--- src/design/ivfs_pkg.sv ---
`timescale 1ns / 1ps

package ivfs_pkg;

  // coordinate and vector component width, Q16.16
  localparam int COORD_BITS = 32;
  localparam int FRAC_BITS  = 16;
  // image dimension width
  localparam int DIM_W      = 17;
  localparam int CFG_W      = 32;
  localparam int CFG_IDX_W  = 3;

  typedef logic signed [COORD_BITS-1:0] coord_t;
  typedef logic [DIM_W-1:0] dim_t;

  typedef enum logic [1:0] {
    REQ_LOAD    = 2'd0,
    REQ_DEFAULT = 2'd1,
    REQ_QUERY   = 2'd2
  } req_e;

  typedef enum logic [1:0] {
    VIEW_XY = 2'd0,
    VIEW_ZX = 2'd1,
    VIEW_YZ = 2'd2
  } view_e;

  typedef enum logic [1:0] {
    EXT_ERROR   = 2'd0,
    EXT_CLAMP   = 2'd1,
    EXT_DEFAULT = 2'd2
  } ext_e;

  typedef enum logic [CFG_IDX_W-1:0] {
    CFG_VIEW_PLANE    = 3'd0,
    CFG_EXTERIOR_MODE = 3'd1,
    CFG_COLUMN_ORIGIN = 3'd2,
    CFG_COLUMN_GAIN   = 3'd3,
    CFG_ROW_ORIGIN    = 3'd4,
    CFG_ROW_GAIN      = 3'd5,
    CFG_IMAGE_COLUMNS = 3'd6,
    CFG_IMAGE_ROWS    = 3'd7
  } cfg_reg_e;

  // source of the result vector
  typedef enum logic [1:0] {
    SEL_ZERO    = 2'd0,
    SEL_TABLE   = 2'd1,
    SEL_DEFAULT = 2'd2
  } sel_e;

  typedef struct packed {
    coord_t z;
    coord_t y;
    coord_t x;
  } vec_t;

  typedef struct packed {
    logic [1:0]  req_type;
    logic [15:0] entry_index;
    coord_t      load_x;
    coord_t      load_y;
    coord_t      load_z;
    coord_t      point_x;
    coord_t      point_y;
    coord_t      point_z;
  } req_t;

  typedef struct packed {
    coord_t field_x;
    coord_t field_y;
    coord_t field_z;
    logic   was_outside;
    logic   range_error;
  } res_t;

endpackage

--- src/design/ivfs_axis.sv ---
`timescale 1ns / 1ps

module ivfs_axis import ivfs_pkg::*; (
  input  logic   clk,
  input  logic   en,
  input  coord_t coord,
  input  coord_t origin,
  input  coord_t gain,
  input  dim_t   count,
  output dim_t   pix,
  output logic   outside
);

  localparam int PW = 2 * COORD_BITS;
  localparam int QW = PW - 2 * FRAC_BITS;

  // stage 1: offset magnitude and gain magnitude
  logic                  dneg_c;
  logic [COORD_BITS-1:0] dmag_c;
  logic [COORD_BITS-1:0] gmag_c;
  logic [COORD_BITS-1:0] dmag;
  logic [COORD_BITS-1:0] gmag;
  logic                  dneg;
  logic                  gneg;

  // stage 2: unsigned product, 32 fraction bits
  logic [PW-1:0] prod;
  logic          sneg;

  // stage 3: floor, saturate and clamp
  logic          zero_c;
  logic [QW-1:0] q_c;
  dim_t          pix_c;
  logic          out_c;

  assign dneg_c = coord < origin;
  assign dmag_c = dneg_c ? COORD_BITS'(origin - coord) : COORD_BITS'(coord - origin);
  assign gmag_c = gain[COORD_BITS-1] ? COORD_BITS'(-gain) : COORD_BITS'(gain);

  assign zero_c = (prod == '0);
  assign q_c    = prod[PW-1:2*FRAC_BITS];

  always_comb begin
    pix_c = DIM_W'(q_c);
    out_c = 1'b0;
    if (!zero_c && sneg) begin
      pix_c = '0;
      out_c = 1'b1;
    end else if (q_c >= QW'(count)) begin
      pix_c = count - DIM_W'(1);
      out_c = 1'b1;
    end
  end

  always_ff @(posedge clk) begin
    if (en) begin
      dmag    <= dmag_c;
      dneg    <= dneg_c;
      gmag    <= gmag_c;
      gneg    <= gain[COORD_BITS-1];
      prod    <= PW'(dmag) * PW'(gmag);
      sneg    <= dneg ^ gneg;
      pix     <= pix_c;
      outside <= out_c;
    end
  end

endmodule
--- config.mk ---
export PLATFORM = sky130hd
export DESIGN_NAME = ivfs_axis
export DESIGN_NICKNAME = d
export VERILOG_FILES = /design/src/design/ivfs_pkg.sv /design/src/design/ivfs_axis.sv
export SDC_FILE = /design/constraint.sdc
export NUM_CORES = 2
export LEC_CHECK = 0
export BUFFER_PORTS_ARGS = -buffer_cell sky130_fd_sc_hd__clkbuf_2
export CORE_UTILIZATION = 43
export CTS_CLUSTER_DIAMETER = 40
export DETAILED_ROUTE_END_ITERATION = 6
export PLACE_DENSITY = 0.6
export SLEW_MARGIN = 20
export SYNTH_ARGS = -nofsm -noshare
export SYNTH_HDL_FRONTEND = slang
export SYNTH_SLANG_ARGS = --single-unit
--- constraint.sdc ---
create_clock -name clk -period 16.8 [get_ports clk]
set_input_delay 1.68 -clock clk [delete_from_list [all_inputs] [get_ports clk]]
set_output_delay 1.68 -clock clk [all_outputs]
set_load 0.01 [all_outputs]
# --- After elaboration in Yosys (flattened, before gate mapping) ---
# Cells that the tools add are included.
classes:
  n_addsub: 4
  multipliers: 1
  magnitude_cmp: 2
  n_mux: 4
  n_bitwise: 1
  n_reduce_logical: 3
ops:
  columns: ["op", "count"]
  rows:
  - ["logical NOT 64 bit", 1]
  - ["multiplier 32 x 32 -> 64 bit", 1]
  - ["subtractor 32 bit", 2]
  - ["greater-or-equal comparator 32 x 17 -> 1 bit", 1]
  - ["< comparator 32 bit", 1]
  - ["2-to-1 mux 32 bit", 1]
  - ["negation 32 bit", 1]
  - ["2-to-1 mux 31 bit", 1]
  - ["2-to-1 mux 17 bit", 1]
  - ["subtractor 17 x 1 -> 17 bit (second input constant)", 1]
  - ["logical AND 1 bit", 1]
  - ["logical NOT 1 bit", 1]
  - ["2-to-1 mux 1 bit", 1]
  - ["bitwise XOR 1 bit", 1]
word_totals:
  reg_bits: 149
  inputBits: 115
  output_inout_bits: 18
  word_cells: 24

# --- Depth between registers and ports, before layout ---
depth:
  word_depth: 3
  mapped_depth: 29
  ltp_nobuf: 27

# --- Worst setup path after synthesis ---
# Ideal clock, no wire load.
synth_timing:
  path_kind: "flip-flop to flip-flop"
  start: "reg gmag[2]"
  end: "reg prod[58] (data pin)"
  setup_time_ps: 256
  arrival_time_ps: 6964
  t_required_ps: 16544
  path_slack_ps: 9580
  path_stages_with_launch: 25
  path_buffers: 1
  period_less_slack_ps: 7220
  path_cell_list: "edfxtp_1 -> clkbuf_1 -> and2_1 -> fa_1 -> inv_1 -> fa_1 -> fa_1 -> fa_1 -> inv_1 -> fa_1 -> fa_1 -> fa_1 -> inv_1 -> fa_1 -> inv_1 -> ha_1 -> a21o_1 -> a21o_1 -> a21o_1 -> a311oi_1 -> o21ai_1 -> a31oi_1 -> o21ai_1 -> or4_1 -> and4_1"
synth_between:
  elab_chain_len: 1
synth_rtl:
  columns: ["item", "line_no", "text"]
  rows:
  - ["from (decl)", "ivfs_axis.sv:22", "logic [COORD_BITS-1:0] gmag;"]
  - ["from (signal assigned)", "ivfs_axis.sv:59", "gmag <= gmag_c;"]
  - ["multiplier 32 x 32 -> 64 bit", "ivfs_axis.sv:61", "prod <= PW'(dmag) * PW'(gmag);"]
  - ["to (signal assigned)", "ivfs_axis.sv:61", null]
  - ["to (decl)", "ivfs_axis.sv:27", "logic [PW-1:0] prod;"]
# No other way between the ends.
# A chain may end at the register's enable or synchronous reset.

# --- Worst setup path after layout ---
layout_timing:
  start: "reg gmag[5]"
  end: "reg prod[59] (data pin)"
# Same word-level chain as after synthesis.

==> impl_metrics.csv <==
group,metric,value,unit
status,status,"finished, final reports clean",
setup_path,critPathBufInv,4,
finish,drive_above_1_share,5.57,%
setup_path,arrival,8.65,ns
timing,worst_pin_slew,1.12,ns
grt,top_usage_layer,"met2",
floorplan,die_area,101000,µm²
timing,setup_violations,0,
setup_path,cp.depth,23,
floorplan,core-area,98600,µm²
setup_path,cp_slowest_cell,"edfxtp_1",
clock_network,cts_made_buffers,17,
clock_network,clock_latency,0.49,ns
setup_path,reg2reg_depth,23,
timing,drv_slew,0,
setup_path,end_kind,"register",
timing,fmax,119,MHz
synthesis,synth_common_cells,"inv_1, fa_1, and2_1",
synthesis,synth-seq-area-share,10.4,%
floorplan,start_util,43.5,%
hold_path,hold_class,"reg -> reg",
clock_network,cts_num_sinks,149,
synthesis,yosys.area.top_type,"fa_1",
place,dp.cells,5828,
grt,met2_usage,40.4,%
timing,slew_headroom,25.1,%
setup_path,cp.required,17.03,ns
routing,drc,0,
finish,multi_input_area,33800,µm²
synthesis,synth.yosys.warnings,0,
grt,grtUsageMet3,3.46,%
grt,antenna_found_initial,4,
timing,hold_violations,0,
routing,detail_route.wl_per_cell,20.2,µm
floorplan,num_rows,115,
grt,grtUsageTotal,24.3,%
floorplan,die_w,318,µm
grt,grt_max_degree,84,
synthesis,syn_area,42800,µm²
setup_path,critPathKind,"reg -> reg",
clock_network,cts.reportedPaths.clkPinSlew,0.07,ns
timing,rsz0062_at_grt,"no",
setup_path,worst_path_dominant_cell_family,"adder cells",
setup_path,startpoint_type,"register",
clock_network,h-tree-depth,4,
setup_path,cp-startpoint,"gmag[5]",
timing,finalSetupTns,0,ns
synthesis,synth_area_per_cell,9.30,µm²
timing,fin_crit_sh,50.1,%
routing,dr.pass1.iters,7,
grt,grt_overflow_total,0,
synthesis,synth_top_area_share,42.0,%
finish,n_fill_cell,9518,
clock_network,cts_tree,"yes",
timing,period_needed,8.42,ns
synthesis,synth_ff_type,"edfxtp_1",
synthesis,syn-num-nets,5965,
setup_path,path_cells,"and2_1 -> fa_1 -> fa_1 -> fa_1 -> inv_1 -> fa_1 -> inv_1 -> fa_1 -> inv_1 -> fa_1 -> inv_1 -> fa_1 -> fa_1 -> ha_1 -> a21o_1 -> o21bai_1 -> a221oi_1 -> nand4b_1 -> o21ai_1 -> a21oi_1 -> a21boi_0 -> o21ai_0 -> xor2_1",
place,gp_congestion,0.963,
setup_path,endpoint,"prod[59]",
setup_path,path_max_fanout,32,
setup_path,max_stage_delay,1.09,ns
clock_network,post_cts_buffers,0,
finish,final_cells,5864,
routing,vias_per_cell,5.31,
finish,area_growth,5.64,%
grt,met1_usage,33.0,%
timing,worst_clock_skew,0.0143,ns
clock_network,clock_tree.buffer_depth,2,
synthesis,async_reset_ff_share,0,%
routing,drtIter0Drc,2186,
setup_path,reg2reg_from,"gmag[5]",
timing,whs,0.557,ns
clock_network,ctsResizeCount,0,
job,drv_cap,0,
synthesis,syn_inst,4607,
floorplan,die_h,318,µm
synthesis,synthTopCellsByArea,"fa_1, edfxtp_1, ha_1, and2_1, inv_1",
setup_path,cp_common_cell,"fa_1",
floorplan,io_pins,133,
synthesis,synth.most_common_cell,"inv_1",
place,io_buffers,132,
synthesis,synth_seq_cells,149,
setup_path,r2r_setup_slack,8.38,ns
synthesis,synth.distinct_cells,73,
routing,drt_wl_total,119000,µm
routing,postRouteAntennaNets,0,
setup_path,reg2reg_to,"prod[59]",
place,hpwl,91400,µm
grt,grt_pass1_vias,33139,
grt,grt_pass1_wl,189000,µm
synthesis,synth_enable_flop_cells,149,
finish,nets,5921,
routing,dr_total_vias,31126,
clock_network,ctsHoldBuffers,0,
finish,seq_area,4470,µm²
clock_network,cts-root-buf,"clkbuf_16",
## through the flow
step | setup WS, ns | cell area (µm²) | utilization, %
after floorplan | 9.58 | 42800 | -
after global placement | 8.53 | 44600 | 45.2
after detailed placement | 8.35 | 44600 | 45.2
after CTS | 8.35 | 45200 | 45.8
after global routing | 8.07 | 45300 | 45.9
final | 8.38 | 45300 | 45.9
## cell usage in the layout (no fill, tap or decap), types with 58 or more instances in the layout
cell / netlist / layout
inv_1: 964 / 964
fa_1: 898 / 898
and2_1: 599 / 599
nand2_1: 529 / 529
ha_1: 345 / 345
edfxtp_1: 149 / 149
a21oi_1: 147 / 147
clkbuf_2: 0 / 131
xnor2_1: 98 / 98
o21ai_0: 76 / 76
a21o_1: 59 / 59
buf_4: 3 / 59
nor2_1: 58 / 58
## routing by layer
metal	vias up	part of all wire [%]
met5	-	0.014
met4	2	2.5
met3	157	6.0
met2	929	48
met1	16096	43
li1	13942	-
## worst min-delay path by stage
stage	startpoint	to	slack, ns	cells past startpoint
CTS	dneg	sneg	0.56	1
global route	gneg	sneg	0.59	1
finish	dneg	sneg	0.56	1
detailed placement	dneg	sneg	0.55	1
floorplan	dneg	sneg	0.54	1
global placement	dneg	sneg	0.55	1
## cells by family after synthesis
| logic type | share of synthesized area [%] |
|---|---|
| buffers and inverters | 10.8 |
| adders and majority gates | 52.0 |
| xor gates and xnor gates | 2.70 |
| AOI/OAI and AO/OA | 7.02 |
| DFF | 10.4 |
| and+or+nand+nor | 16.8 |
| muxes | 0.263 |
## state kept, by name, summed over array words and instances, names as in the netlist
signal,cells
gmag,32
gneg,1
prod,64
outside,1
sneg,1
dneg,1
pix,17
dmag,32
## final cells by class
class                           instances  area share [%]
Sequential cell                       149            9.89
Clock inverter                         14           0.417
Clock buffer                           18           0.948
Multi-Input combinational cell       3236            74.6
Antenna cell                            1         0.00553
Tap cell                             1287            3.56
Timing Repair Buffer                  194            2.61
Inverter                              965            8.00
Power is left out: the tool's default activity adds up to more than one toggle a clock period on the data nets, which glitch-free logic cannot reach.
